`config.mk`:
```
export PLATFORM = sky130hd
export DESIGN_NAME = sensor_command_packet_framer_unit
export DESIGN_NICKNAME = d
export VERILOG_FILES = /design/src/rtl/scpf_pkg.sv /design/src/rtl/sensor_command_packet_framer_unit.sv /design/src/rtl/scpf_front.sv /design/src/rtl/scpf_queue.sv /design/src/rtl/scpf_back.sv
export SDC_FILE = /design/constraint.sdc
export NUM_CORES = 1
export LEC_CHECK = 0
export BUFFER_PORTS_ARGS = -buffer_cell sky130_fd_sc_hd__buf_2
export CAP_MARGIN = 10
export CORE_MARGIN = 2
export CORE_UTILIZATION = 60
export DETAILED_ROUTE_END_ITERATION = 16
export PLACE_DENSITY = 0.78
export SLEW_MARGIN = 10
export SYNTH_ARGS = -nofsm -noshare
export SYNTH_HDL_FRONTEND = slang
export SYNTH_HIERARCHICAL = 1
export SYNTH_SLANG_ARGS = --single-unit
```
`constraint.sdc`:
```
create_clock -name i_clk -period 5 [get_ports i_clk]
set_input_delay 0.5 -clock i_clk [delete_from_list [all_inputs] [get_ports i_clk]]
set_output_delay 0.5 -clock i_clk [all_outputs]
set_load 0.05 [all_outputs]
```
`src/rtl/scpf_pkg.sv`:
```
`timescale 1ns / 1ps

package scpf_pkg;

    localparam int PCNT_W      = 6;
    localparam int QUEUE_DEPTH = 4;
    localparam int QPTR_W      = $clog2(QUEUE_DEPTH);

    localparam logic [1:0] OP_START = 2'd0;
    localparam logic [1:0] OP_PARAM = 2'd1;
    localparam logic [1:0] OP_RX    = 2'd2;

    localparam logic [1:0] KIND_TX   = 2'd0;
    localparam logic [1:0] KIND_PAY  = 2'd1;
    localparam logic [1:0] KIND_STAT = 2'd2;

    localparam logic [1:0] ST_OK  = 2'd0;
    localparam logic [1:0] ST_HDR = 2'd1;
    localparam logic [1:0] ST_SUM = 2'd2;
    localparam logic [1:0] ST_LEN = 2'd3;

    localparam logic [7:0] HDR_BYTE0 = 8'hEF;
    localparam logic [7:0] HDR_BYTE1 = 8'h01;
    localparam logic [7:0] FLAG_CMD  = 8'h01;
    localparam logic [7:0] LEN_BASE  = 8'd3;

    localparam logic [3:0] TX_HDR_LAST = 4'd9;
    localparam logic [3:0] TX_SUM_LAST = 4'd11;
    localparam logic [3:0] PR_SUM_LAST = 4'd2;

    typedef struct packed {
        logic [1:0]        opcode;
        logic [7:0]        data_byte;
        logic [PCNT_W-1:0] param_count;
    } t_in_word;

    typedef struct packed {
        logic [1:0] kind;
        logic [7:0] out_byte;
        logic       last;
        logic [1:0] status;
        logic [7:0] reply_code;
    } t_out_word;

    typedef enum logic [1:0] {
        JOB_START,
        JOB_PARAM,
        JOB_RX
    } t_job_kind;

    typedef struct packed {
        t_job_kind  job_kind;
        logic [7:0] data;
        logic [7:0] len;
        logic [15:0] sum;
        logic       fin;
        t_out_word  rx_word;
    } t_job;

    typedef enum logic [3:0] {
        PH_HUNT,
        PH_H1,
        PH_A0,
        PH_A1,
        PH_A2,
        PH_A3,
        PH_FLAG,
        PH_LENH,
        PH_LENL,
        PH_CODE,
        PH_DATA,
        PH_SUMH,
        PH_SUML
    } t_rx_phase;

endpackage

```
`src/rtl/sensor_command_packet_framer_unit.sv`:
```
`timescale 1ns / 1ps

// Command framer and reply checker for the sensor packet link. The front end takes one input word
// per cycle while its four-entry job queue has room; transmit framing and reply checking state is
// updated there, and each word leaves at most one job. The back end expands jobs into result words
// at one word per cycle while its output register is empty or popped: a start command yields ten
// words (twelve with no parameters), a parameter byte one or, for the last, three, and a reply
// byte at most one. The sustained rate is therefore set by the back end's drain; a result reaches
// the output register at the earliest once its job has been written to the queue and read from it.

module sensor_command_packet_framer_unit #(
    parameter int MAX_PARAMS = 32
) (
    input  logic                i_clk,
    input  logic                i_rst_n,
    input  logic                i_cfg_we,
    input  logic [31:0]         i_cfg_wdata,
    input  logic                push,
    output logic                full,
    input  scpf_pkg::t_in_word  i_in_word,
    output logic                empty,
    input  logic                pop,
    output scpf_pkg::t_out_word o_out_word
);

    logic           job_push;
    scpf_pkg::t_job job_in;
    scpf_pkg::t_job job_head;
    logic           job_valid;
    logic           job_pop;
    logic [31:0]    dev_addr;

    scpf_front #(
        .MAX_PARAMS (MAX_PARAMS)
    ) u_front (
        .i_clk       (i_clk),
        .i_rst_n     (i_rst_n),
        .i_cfg_we    (i_cfg_we),
        .i_cfg_wdata (i_cfg_wdata),
        .i_accept    (push && !full),
        .i_in_word   (i_in_word),
        .o_job_push  (job_push),
        .o_job       (job_in),
        .o_dev_addr  (dev_addr)
    );

    scpf_queue u_queue (
        .i_clk   (i_clk),
        .i_rst_n (i_rst_n),
        .i_push  (job_push),
        .i_job   (job_in),
        .o_full  (full),
        .i_pop   (job_pop),
        .o_valid (job_valid),
        .o_job   (job_head)
    );

    scpf_back u_back (
        .i_clk      (i_clk),
        .i_rst_n    (i_rst_n),
        .i_dev_addr (dev_addr),
        .i_q_valid  (job_valid),
        .i_job      (job_head),
        .o_q_pop    (job_pop),
        .i_pop      (pop),
        .o_empty    (empty),
        .o_out_word (o_out_word)
    );

endmodule

```
`src/rtl/scpf_front.sv`:
```
`timescale 1ns / 1ps

module scpf_front #(
    parameter int MAX_PARAMS = 32
) (
    input  logic                 i_clk,
    input  logic                 i_rst_n,
    input  logic                 i_cfg_we,
    input  logic [31:0]          i_cfg_wdata,
    input  logic                 i_accept,
    input  scpf_pkg::t_in_word   i_in_word,
    output logic                 o_job_push,
    output scpf_pkg::t_job       o_job,
    output logic [31:0]          o_dev_addr
);

    localparam int CNT_MAX = (1 << scpf_pkg::PCNT_W) - 1;
    localparam int CAP     = (MAX_PARAMS > CNT_MAX) ? CNT_MAX : MAX_PARAMS;

    logic [31:0]                 r_dev_addr;
    logic [scpf_pkg::PCNT_W-1:0] r_tx_rem, n_tx_rem;
    logic                        r_tx_active, n_tx_active;
    logic [15:0]                 r_tx_sum, n_tx_sum;
    scpf_pkg::t_rx_phase         r_rx_phase, n_rx_phase;
    logic [15:0]                 r_rx_len, n_rx_len;
    logic [15:0]                 r_rx_cnt, n_rx_cnt;
    logic [15:0]                 r_rx_sum, n_rx_sum;
    logic [7:0]                  r_rx_code, n_rx_code;
    logic [7:0]                  r_rx_sum_hi, n_rx_sum_hi;

    logic [scpf_pkg::PCNT_W-1:0] cnt_sat;
    logic [7:0]                  tx_len;
    logic [7:0]                  b;
    logic [15:0]                 len_full;
    logic [15:0]                 cnt_inc;
    logic                        rx_emit;
    scpf_pkg::t_out_word         rx_word;

    assign o_dev_addr = r_dev_addr;
    assign b          = i_in_word.data_byte;

    always_comb begin
        cnt_sat = (32'(i_in_word.param_count) > 32'(CAP)) ?
                  scpf_pkg::PCNT_W'(CAP) : i_in_word.param_count;
        tx_len   = scpf_pkg::LEN_BASE + 8'(cnt_sat);
        len_full = {r_rx_len[15:8], b};
        cnt_inc  = r_rx_cnt + 16'd1;

        n_tx_rem    = r_tx_rem;
        n_tx_active = r_tx_active;
        n_tx_sum    = r_tx_sum;
        n_rx_phase  = r_rx_phase;
        n_rx_len    = r_rx_len;
        n_rx_cnt    = r_rx_cnt;
        n_rx_sum    = r_rx_sum;
        n_rx_code   = r_rx_code;
        n_rx_sum_hi = r_rx_sum_hi;

        rx_emit = 1'b0;
        rx_word = '0;
        rx_word.kind = scpf_pkg::KIND_STAT;
        rx_word.last = 1'b1;

        o_job_push = 1'b0;
        o_job      = '0;
        o_job.data = b;
        o_job.len  = tx_len;

        case (r_rx_phase)
            scpf_pkg::PH_HUNT: begin
                if (b != scpf_pkg::HDR_BYTE0) begin
                    rx_emit = 1'b1;
                    rx_word.status = scpf_pkg::ST_HDR;
                end else begin
                    n_rx_phase = scpf_pkg::PH_H1;
                end
            end
            scpf_pkg::PH_H1: begin
                if (b != scpf_pkg::HDR_BYTE1) begin
                    rx_emit = 1'b1;
                    rx_word.status = scpf_pkg::ST_HDR;
                end else begin
                    n_rx_phase = scpf_pkg::PH_A0;
                end
            end
            scpf_pkg::PH_A0: begin
                if (b != r_dev_addr[31:24]) begin
                    rx_emit = 1'b1;
                    rx_word.status = scpf_pkg::ST_HDR;
                end else begin
                    n_rx_phase = scpf_pkg::PH_A1;
                end
            end
            scpf_pkg::PH_A1: begin
                if (b != r_dev_addr[23:16]) begin
                    rx_emit = 1'b1;
                    rx_word.status = scpf_pkg::ST_HDR;
                end else begin
                    n_rx_phase = scpf_pkg::PH_A2;
                end
            end
            scpf_pkg::PH_A2: begin
                if (b != r_dev_addr[15:8]) begin
                    rx_emit = 1'b1;
                    rx_word.status = scpf_pkg::ST_HDR;
                end else begin
                    n_rx_phase = scpf_pkg::PH_A3;
                end
            end
            scpf_pkg::PH_A3: begin
                n_rx_phase = scpf_pkg::PH_FLAG;
            end
            scpf_pkg::PH_FLAG: begin
                n_rx_sum   = 16'(b);
                n_rx_code  = 8'd0;
                n_rx_cnt   = 16'd0;
                n_rx_phase = scpf_pkg::PH_LENH;
            end
            scpf_pkg::PH_LENH: begin
                n_rx_len   = {b, 8'd0};
                n_rx_sum   = r_rx_sum + 16'(b);
                n_rx_phase = scpf_pkg::PH_LENL;
            end
            scpf_pkg::PH_LENL: begin
                n_rx_len = len_full;
                n_rx_sum = r_rx_sum + 16'(b);
                if (len_full < 16'(scpf_pkg::LEN_BASE)) begin
                    rx_emit = 1'b1;
                    rx_word.status = scpf_pkg::ST_LEN;
                end else begin
                    n_rx_phase = scpf_pkg::PH_CODE;
                end
            end
            scpf_pkg::PH_CODE: begin
                n_rx_code  = b;
                n_rx_sum   = r_rx_sum + 16'(b);
                n_rx_cnt   = 16'd0;
                n_rx_phase = (r_rx_len > 16'(scpf_pkg::LEN_BASE)) ?
                             scpf_pkg::PH_DATA : scpf_pkg::PH_SUMH;
            end
            scpf_pkg::PH_DATA: begin
                n_rx_sum = r_rx_sum + 16'(b);
                n_rx_cnt = cnt_inc;
                if (cnt_inc >= r_rx_len - 16'(scpf_pkg::LEN_BASE)) begin
                    n_rx_phase = scpf_pkg::PH_SUMH;
                end
                rx_emit = 1'b1;
                rx_word.kind       = scpf_pkg::KIND_PAY;
                rx_word.out_byte   = b;
                rx_word.last       = 1'b0;
                rx_word.status     = scpf_pkg::ST_OK;
                rx_word.reply_code = r_rx_code;
            end
            scpf_pkg::PH_SUMH: begin
                n_rx_sum_hi = b;
                n_rx_phase  = scpf_pkg::PH_SUML;
            end
            scpf_pkg::PH_SUML: begin
                rx_emit = 1'b1;
                rx_word.reply_code = r_rx_code;
                rx_word.status = ({r_rx_sum_hi, b} == r_rx_sum) ?
                                 scpf_pkg::ST_OK : scpf_pkg::ST_SUM;
            end
            default: begin
                n_rx_phase = scpf_pkg::PH_HUNT;
            end
        endcase

        if (rx_emit && rx_word.kind == scpf_pkg::KIND_STAT) begin
            n_rx_phase = scpf_pkg::PH_HUNT;
        end
        o_job.rx_word = rx_word;

        case (i_in_word.opcode)
            scpf_pkg::OP_START: begin
                o_job_push     = i_accept;
                o_job.job_kind = scpf_pkg::JOB_START;
                o_job.sum      = 16'd1 + 16'(tx_len) + 16'(b);
                o_job.fin      = (cnt_sat == '0);
                n_tx_sum       = o_job.sum;
                n_tx_rem       = cnt_sat;
                n_tx_active    = (cnt_sat != '0);
            end
            scpf_pkg::OP_PARAM: begin
                o_job.job_kind = scpf_pkg::JOB_PARAM;
                o_job.sum      = r_tx_sum + 16'(b);
                o_job.fin      = (r_tx_rem == scpf_pkg::PCNT_W'(1));
                if (r_tx_active && r_tx_rem != '0) begin
                    o_job_push  = i_accept;
                    n_tx_sum    = o_job.sum;
                    n_tx_rem    = r_tx_rem - scpf_pkg::PCNT_W'(1);
                    n_tx_active = !o_job.fin;
                end else begin
                    n_tx_active = 1'b0;
                end
            end
            scpf_pkg::OP_RX: begin
                o_job.job_kind = scpf_pkg::JOB_RX;
                o_job_push     = i_accept && rx_emit;
            end
            default: begin
                o_job.job_kind = scpf_pkg::JOB_RX;
            end
        endcase
    end

    always_ff @(posedge i_clk) begin
        if (!i_rst_n) begin
            r_dev_addr  <= 32'hFFFF_FFFF;
            r_tx_rem    <= '0;
            r_tx_active <= 1'b0;
            r_tx_sum    <= '0;
            r_rx_phase  <= scpf_pkg::PH_HUNT;
            r_rx_len    <= '0;
            r_rx_cnt    <= '0;
            r_rx_sum    <= '0;
            r_rx_code   <= '0;
            r_rx_sum_hi <= '0;
        end else begin
            if (i_cfg_we) begin
                r_dev_addr <= i_cfg_wdata;
            end
            if (i_accept && (i_in_word.opcode == scpf_pkg::OP_START ||
                             i_in_word.opcode == scpf_pkg::OP_PARAM)) begin
                r_tx_rem    <= n_tx_rem;
                r_tx_active <= n_tx_active;
                r_tx_sum    <= n_tx_sum;
            end
            if (i_accept && i_in_word.opcode == scpf_pkg::OP_RX) begin
                r_rx_phase  <= n_rx_phase;
                r_rx_len    <= n_rx_len;
                r_rx_cnt    <= n_rx_cnt;
                r_rx_sum    <= n_rx_sum;
                r_rx_code   <= n_rx_code;
                r_rx_sum_hi <= n_rx_sum_hi;
            end
        end
    end

    a_active_has_rem: assert property (@(posedge i_clk) disable iff (!i_rst_n)
        r_tx_active |-> (r_tx_rem != '0))
        else $error("transmit frame open with no parameter bytes left");

    a_data_len: assert property (@(posedge i_clk) disable iff (!i_rst_n)
        (r_rx_phase == scpf_pkg::PH_DATA) |-> (r_rx_len > 16'(scpf_pkg::LEN_BASE)))
        else $error("reply payload phase entered with no payload length");

endmodule

```
`src/rtl/scpf_queue.sv`:
```
`timescale 1ns / 1ps

module scpf_queue (
    input  logic           i_clk,
    input  logic           i_rst_n,
    input  logic           i_push,
    input  scpf_pkg::t_job i_job,
    output logic           o_full,
    input  logic           i_pop,
    output logic           o_valid,
    output scpf_pkg::t_job o_job
);

    scpf_pkg::t_job                 r_mem [scpf_pkg::QUEUE_DEPTH];
    logic [scpf_pkg::QPTR_W-1:0]    r_wptr, r_rptr;
    logic [scpf_pkg::QPTR_W:0]      r_count;

    assign o_full  = (r_count == (scpf_pkg::QPTR_W + 1)'(scpf_pkg::QUEUE_DEPTH));
    assign o_valid = (r_count != '0);
    assign o_job   = r_mem[r_rptr];

    always_ff @(posedge i_clk) begin
        if (i_push) begin
            r_mem[r_wptr] <= i_job;
        end
    end

    always_ff @(posedge i_clk) begin
        if (!i_rst_n) begin
            r_wptr  <= '0;
            r_rptr  <= '0;
            r_count <= '0;
        end else begin
            if (i_push) begin
                r_wptr <= r_wptr + scpf_pkg::QPTR_W'(1);
            end
            if (i_pop) begin
                r_rptr <= r_rptr + scpf_pkg::QPTR_W'(1);
            end
            if (i_push && !i_pop) begin
                r_count <= r_count + (scpf_pkg::QPTR_W + 1)'(1);
            end else if (i_pop && !i_push) begin
                r_count <= r_count - (scpf_pkg::QPTR_W + 1)'(1);
            end
        end
    end

    a_no_overflow: assert property (@(posedge i_clk) disable iff (!i_rst_n)
        !(i_push && o_full))
        else $error("job pushed into a full queue");

    a_no_underflow: assert property (@(posedge i_clk) disable iff (!i_rst_n)
        !(i_pop && !o_valid))
        else $error("job popped from an empty queue");

endmodule

```
`src/rtl/scpf_back.sv`:
```
`timescale 1ns / 1ps

module scpf_back (
    input  logic                i_clk,
    input  logic                i_rst_n,
    input  logic [31:0]         i_dev_addr,
    input  logic                i_q_valid,
    input  scpf_pkg::t_job      i_job,
    output logic                o_q_pop,
    input  logic                i_pop,
    output logic                o_empty,
    output scpf_pkg::t_out_word o_out_word
);

    logic                r_valid, n_valid;
    logic [3:0]          r_idx, n_idx;
    scpf_pkg::t_out_word r_out, n_out;

    logic                load;
    logic [3:0]          end_idx;
    scpf_pkg::t_out_word word;

    assign o_empty    = !r_valid;
    assign o_out_word = r_out;

    always_comb begin
        word      = '0;
        word.kind = scpf_pkg::KIND_TX;
        end_idx   = 4'd0;
        case (i_job.job_kind)
            scpf_pkg::JOB_START: begin
                end_idx = i_job.fin ? scpf_pkg::TX_SUM_LAST : scpf_pkg::TX_HDR_LAST;
                case (r_idx)
                    4'd0:    word.out_byte = scpf_pkg::HDR_BYTE0;
                    4'd1:    word.out_byte = scpf_pkg::HDR_BYTE1;
                    4'd2:    word.out_byte = i_dev_addr[31:24];
                    4'd3:    word.out_byte = i_dev_addr[23:16];
                    4'd4:    word.out_byte = i_dev_addr[15:8];
                    4'd5:    word.out_byte = i_dev_addr[7:0];
                    4'd6:    word.out_byte = scpf_pkg::FLAG_CMD;
                    4'd7:    word.out_byte = 8'd0;
                    4'd8:    word.out_byte = i_job.len;
                    4'd9:    word.out_byte = i_job.data;
                    4'd10:   word.out_byte = i_job.sum[15:8];
                    default: word.out_byte = i_job.sum[7:0];
                endcase
            end
            scpf_pkg::JOB_PARAM: begin
                end_idx = i_job.fin ? scpf_pkg::PR_SUM_LAST : 4'd0;
                case (r_idx)
                    4'd0:    word.out_byte = i_job.data;
                    4'd1:    word.out_byte = i_job.sum[15:8];
                    default: word.out_byte = i_job.sum[7:0];
                endcase
            end
            default: begin
                word = i_job.rx_word;
            end
        endcase
        if (i_job.job_kind != scpf_pkg::JOB_RX) begin
            word.last = i_job.fin && (r_idx == end_idx);
        end

        load    = i_q_valid && (!r_valid || i_pop);
        o_q_pop = load && (r_idx == end_idx);

        n_valid = r_valid && !i_pop;
        n_out   = r_out;
        n_idx   = r_idx;
        if (load) begin
            n_valid = 1'b1;
            n_out   = word;
            n_idx   = o_q_pop ? 4'd0 : r_idx + 4'd1;
        end
    end

    always_ff @(posedge i_clk) begin
        r_out <= n_out;
        if (!i_rst_n) begin
            r_valid <= 1'b0;
            r_idx   <= '0;
        end else begin
            r_valid <= n_valid;
            r_idx   <= n_idx;
        end
    end

    a_job_held: assert property (@(posedge i_clk) disable iff (!i_rst_n)
        (r_idx != 4'd0) |-> i_q_valid)
        else $error("job left the queue before all of its words were sent");

endmodule

```
* Word-level counts from Yosys, hierarchy flattened
Memories as Yosys holds them, arrays and structs flattened. A register that Yosys moved wholly into a read port is not among the register bits.
Cells that the tools add are included.
** Cells by class
- Add/subtract/negate cells :: 13
- $lt $le $gt $ge :: 4
- Eq/ne operators :: 45
- Mux-type cells :: 58
- Bitwise gates (word level) :: 1
- Reductions and logical operators :: 48
** Operators with widths (number)
- one-hot mux 16 bit (2 select lines) :: 4
- one-hot mux 8 bit (10 select lines) :: 1
- one-hot mux 4 bit (13 select lines) :: 1
- adder 16 x 8 -> 16 bit :: 3
- one-hot mux 8 bit (2 select lines) :: 3
- 2-to-1 mux 4 bit :: 9
- one-hot mux 17 bit (2 select lines) :: 1
- equality test 4 x 3 -> 1 bit (second input constant) :: 8
- equality test 4 bit (second input constant) :: 8
- != test 8 bit :: 3
- 2-to-1 mux 11 bit :: 2
- 2-to-1 mux 1 bit :: 18
- != test 3 bit (second input constant) :: 6
- adder 16 x 1 -> 16 bit (second input constant) :: 1
- equality test 16 bit :: 1
- equality test 4 x 2 -> 1 bit (second input constant) :: 4
- >= comparator 16 bit :: 1
- > comparator 16 x 2 -> 1 bit (second input constant) :: 1
- less-than comparator 16 x 2 -> 1 bit (second input constant) :: 1
- 2-to-1 mux 16 bit :: 1
- subtractor 16 x 2 -> 16 bit (second input constant) :: 1
- one-hot mux 2 bit (7 select lines) :: 1
- logical AND 1 bit :: 12
- 2-to-1 mux 2 bit :: 6
- other kinds (42) :: 72
** Storage, ports and cells
- Flip-flop bits (word level) :: 156
- RAM bits :: 220
- Input bits :: 53
- Output and inout bits :: 23
- Logic and storage cells :: 191
- Memories :: 1
** Memories
- u_queue.r_mem :: words 4, width 55, read ports 1, clocked after Yosys merged registers in 1, write ports 1, RTL line scpf_queue.sv:14 : scpf_pkg::t_job r_mem [scpf_pkg::QUEUE_DEPTH];

* Longest topological paths before layout
- Word-level depth :: 9
- Gate-level depth with buffers :: 17
- Depth with buffers taken out :: 15

* Cells and area by module
The synthesis kept the hierarchy.
** By module, submodules not included
- scpf_queue :: times used 1, cells each 335, area each 8562.0 µm², seq. area each 6906.6 µm²
- scpf_front :: times used 1, cells each 1032, area each 7972.6 µm², seq. area each 2462.4 µm²
- scpf_back :: times used 1, cells each 209, area each 1890.6 µm², seq. area each 730.7 µm²
- sensor_command_packet_framer_unit :: times used 1, cells each 1, area each 13.8 µm², seq. area each 0.0 µm²

* Worst setup path after synthesis
Ideal clock, no wire load.
- Path kind :: flip-flop to flip-flop
- Start :: register u_queue/r_count[0] in the netlist's numbering
- End :: memory u_queue/r_mem[0][0] in the netlist's numbering (enable)
- Setup time :: 0.511 ns
- Data arrival time :: 3.284 ns
- Required time :: 4.489 ns
- Path slack :: 1.205 ns
- Cell stages (with the launch flop) :: 8
- Buffers on the path :: 1
- Clock period less this slack :: 3.795 ns
- Path through :: dfxtp_1 nor3b_1 nor2b_4 nor2b_1 a21boi_1 clkbuf_1 a21o_1 and2_1
** Between the ends
- Longest elaborated chain between the ends :: 7
- Elaborated cells between the ends (all ways) :: 8
** RTL lines
- start, declared :: RTL line scpf_queue.sv:16 : logic [scpf_pkg::QPTR_W:0] r_count;
- start signal, assigned :: RTL line scpf_queue.sv:41 : r_count <= r_count + (scpf_pkg::QPTR_W + 1)'(1);
- start signal, assigned :: RTL line scpf_queue.sv:43 : r_count <= r_count - (scpf_pkg::QPTR_W + 1)'(1);
- equality test 3 bit * :: RTL line scpf_queue.sv:18 : assign o_full = (r_count == (scpf_pkg::QPTR_W + 1)'(scpf_pkg::QUEUE_DEPTH));
- named net full :: RTL line sensor_command_packet_framer_unit.sv:19 : output logic full,
- zero test 1 bit * :: RTL line sensor_command_packet_framer_unit.sv:40 : .i_accept (push && !full),
- logical AND 1 bit * :: RTL line sensor_command_packet_framer_unit.sv:40
- 2-to-1 mux 1 bit or logical AND 1 bit (tied branches) :: RTL line scpf_front.sv:188, scpf_front.sv:199
- one-hot mux 1 bit (3 select lines) * :: RTL line scpf_front.sv:174 : case (i_in_word.opcode)
- named net job_push :: RTL line sensor_command_packet_framer_unit.sv:26 : logic job_push;
- 2-to-1 mux 1 bit * :: RTL line scpf_queue.sv:23 : if (i_push) begin
- 2-to-1 mux 1 bit (not written as such) * :: RTL line scpf_queue.sv:24 : r_mem[r_wptr] <= i_job;
- end, declared :: RTL line scpf_queue.sv:14
Mark *: on every way through the listed nets, which the timed path passes. The rest lies on a longest branch.

==> flow_metrics.tcl <==
set metrics [dict create \
    status "finished clean" \
    slew_viol_final 0 \
    ys_seq_area_share_pct 54.8 \
    fmax_mhz 240 \
    synthFlopType "edfxtp_1" \
    syn_inst 1577 \
    placed_area_mm2 0.0190 \
    whs_path_depth 3 \
    die_h_um 179 \
    ir_worst_vdd_mv 0.269 \
    grt_pass1_vias 12100 \
    async_flop_share_pct 0 \
    rows 64 \
    r2r-start "u_front/r_rx_cnt[2]" \
    clock-sinks 382 \
    critPathKind "flop to flop" \
    dieArea_mm2 0.0322 \
    worst_pin_slew_ps 1130 \
    grt_pass1_wl_mm 70.3 \
    yosys_register_bits 382 \
    post-dp-hpwl_mm 30.4 \
    worstPathRequired_ps 5470 \
    hp-start "i_cfg_wdata[9]" \
    drc 0 \
    hold_viol 0 \
    fin_nets 1732 \
    antenna_found_initial 0 \
    crit_path_start_kind "flop" \
    leakage_uw 0.00726 \
    cts_buffer_depth 3 \
    grt.total_usage_pct 29.0 \
    cp-end-kind "flop" \
    cts_hold_buf 0 \
    post-synth-top-area-cell "edfxtp_1" \
    start_util_pct 60.6 \
    fin_tns_setup_ps 0 \
    worst_ep_arrival_time_ps 4630 \
    yosys.area.top_type_share_pct 39.9 \
    synth_area_leaders "edfxtp_1, dfxtp_1, mux4_2" \
    skew_ps 16.4 \
    routed_wl_mm 46.0 \
    timing.slew.headroom_pct 24.8 \
    dp_cells 1975 \
    fin_util_pct 66.8 \
    via_per_inst 6.44 \
    synth-edff-count 245 \
    avgRoutedWirePerCell_um 22.5 \
    layout-drive-gt1-share_pct 14.5 \
    cts_root_buf "clkbuf_16" \
    synth_warnings 6 \
    area_growth_pct 10.3 \
    ant_nets 0 \
    rr_worst_depth 13 \
    place.port_buffers 75 \
    synth.distinct_cells 80 \
    cap_violations 0 \
    cts_buffers 40 \
    holdPathEnd "u_front/o_dev_addr[9]" \
    path_clk_slew_ps 60 \
    period_share_pct 83.3 \
    coreArea_mm2 0.0304 \
    hp-class "primary input to flop" \
    cts_tree "done" \
    final_cells 2047 \
    synth.avg_cell_area_um2 11.7 \
    setup.worst_path.start "u_front/r_rx_cnt[2]" \
    num_io_pins 76 \
    r2r_slack_ps 830 \
    gp_congestion 0.938 \
    htree_num_levels 2 \
    grt_setup_unrepaired "false" \
    setup_viol 0 \
    antenna_cells 0 \
    synthesis.area_mm2 0.0184 \
    drt_iter0_drc 1628 \
    fin_area_mm2 0.0203 \
    grt_max_degree 37 \
    post_cts_buffers 0 \
    crit_path_max_fanout 9 \
    finalCriticalPeriod_ps 4170 \
    overflow 0 \
    clock_latency_ps 540 \
    power.total_uw 8940 \
    firstDrtPassIters 6 \
    cts_resized 0 \
    power_density_mw_per_mm2 440 \
    r2r-end "u_front/r_rx_len[8]" \
    vias 13200 \
    die_width_um 179 \
]
-- layer usage --
metal / wire length, um / vias to the layer above / GRT usage, %
met5: 0 / - / 0
met4: 1520 / 0 / 9.54
met3: 4190 / 113 / 4.83
met2: 21800 / 724 / 46.3
met1: 18500 / 6428 / 40.7
li1: - / 5915 / -
-- state kept, by name, indices dropped and copies added (netlist names), named ones only --
| signal | cells |
|---|---|
| u_queue/r_mem | 224 |
| u_front/o_dev_addr | 32 |
| u_back/o_out_word | 21 |
| u_front/r_rx_cnt | 16 |
| u_front/r_rx_len | 16 |
| u_front/r_rx_sum | 16 |
| u_front/r_tx_sum | 16 |
| u_front/r_rx_code | 8 |
| u_front/r_rx_sum_hi | 8 |
| u_front/r_tx_rem | 6 |
| u_back/r_idx | 4 |
| u_front/r_rx_phase | 4 |
| u_queue/r_count | 3 |
| u_queue/r_rptr | 2 |
| u_queue/r_wptr | 2 |
| u_back/r_valid | 1 |
| u_front/r_tx_active | 1 |
-- stage by stage --
| stage | setup slack, ps | hold WS [ps] |
|---|---|---|
| after floorplan | 1210 | 436 |
| after global placement | 996 | 442 |
| after detailed placement | 892 | 451 |
| after CTS | 878 | 173 |
| after global routing | 510 | 177 |
| final | 834 | 185 |
-- cells in the final DEF (no fill, tap or decap), drive strengths merged, types with 11 or more instances in the layout --
cell,count
a21oi,99
a22oi,32
a31oi,11
and2,43
buf,95
clkbuf,53
dfxtp,137
edfxtp,245
ha,54
inv,41
mux2i,42
mux4,56
nand2,160
nand2b,16
nand3,51
nand4,11
nor2,104
nor2b,16
nor3,32
nor4,21
o21ai,71
or3,23
xnor2,43
xor2,53
-- synthesized netlist by cell type (4+ instances only) --
master and instances:
nor2_1 102, buf_12 4, inv_1 39, nand2b_1 15, mux2i_1 42, nand3b_1 9
xnor2_1 43, nor3_1 32, o21ai_0 66, dfxtp_1 137, ha_1 54, o21ai_1 4
fa_1 4, a31oi_1 11, nand3_1 50, or3_1 23, buf_4 12, and2_1 43
nor4_1 20, xor2_1 53, a21boi_0 7, a21oi_1 95, mux4_2 56, o2bb2ai_1 5
nor3b_1 6, o221ai_1 6, a2111oi_0 6, and3_1 9, nand2_1 160, a211oi_1 7
nor2b_1 15, edfxtp_1 245, o22ai_1 6, nand4_1 11, a21oi_2 4, or4_1 4
clkbuf_1 50, buf_2 19, a21o_1 6, o31ai_1 4, a22oi_1 32, a311oi_1 7
buf_1 6
-- logic make-up (layout without fill, tap and decap cells) --
| family | Yosys count | in the layout | synth area share (%) |
|---|---|---|---|
| adder cells (fa/ha/maj) | 58 | 58 | 4.10 |
| AND/OR/NAND/NOR | 513 | 513 | 13.6 |
| buffers and inverters | 134 | 206 | 3.64 |
| AO/OA/AOI/OAI | 294 | 294 | 10.1 |
| multiplexers | 99 | 99 | 9.18 |
| other | 1 | 3 | 0.0203 |
| flip-flops | 382 | 382 | 54.8 |
| XOR/XNOR | 96 | 96 | 4.56 |
-- where the power goes --
group	switching, uW	total (uW)	leakage (uW)	internal (uW)
clock	1230	3100	0.000666	1860
sequential	133	3760	0.00336	3630
combinational	1360	2080	0.00323	716
total	2730	8940	0.00726	6210
-- final cells by class --
type / count / area [um2]
clock inverters: 19 / 290
flip-flops and latches: 382 / 10100
multi-input cells: 1063 / 7680
well taps: 396 / 495
repair buffers: 95 / 526
inverters: 39 / 146
clock buffers: 53 / 1090
fillers: 2177 / 10100
-- worst max-delay path, cell delays in order, from the launching register on --
cell	delay [ps]
dfxtp_1	410
nand3_1	180
nor4_1	600
and3_1	330
and3_1	240
and3_1	220
xor2_1	80
ha_1	290
and3_1	190
nand3_1	110
o311a_4	460
nor3_1	640
nand3_1	190
a21oi_2	160
-- how the worst max path moves through the flow --
stage / endpoint / slack (ps) / cells past startpoint
after global routing: u_front/r_rx_len[0] / 510 / 14
after CTS: u_front/r_rx_len[9] / 880 / 13
after global placement: u_front/r_rx_len[14] / 1000 / 13
after detailed placement: u_front/r_rx_len[1] / 890 / 14
after floorplan: u_queue/r_mem[0][0] / 1210 / 7
final: u_front/r_rx_len[8] / 830 / 13
Power figures use the tool's default switching activity.
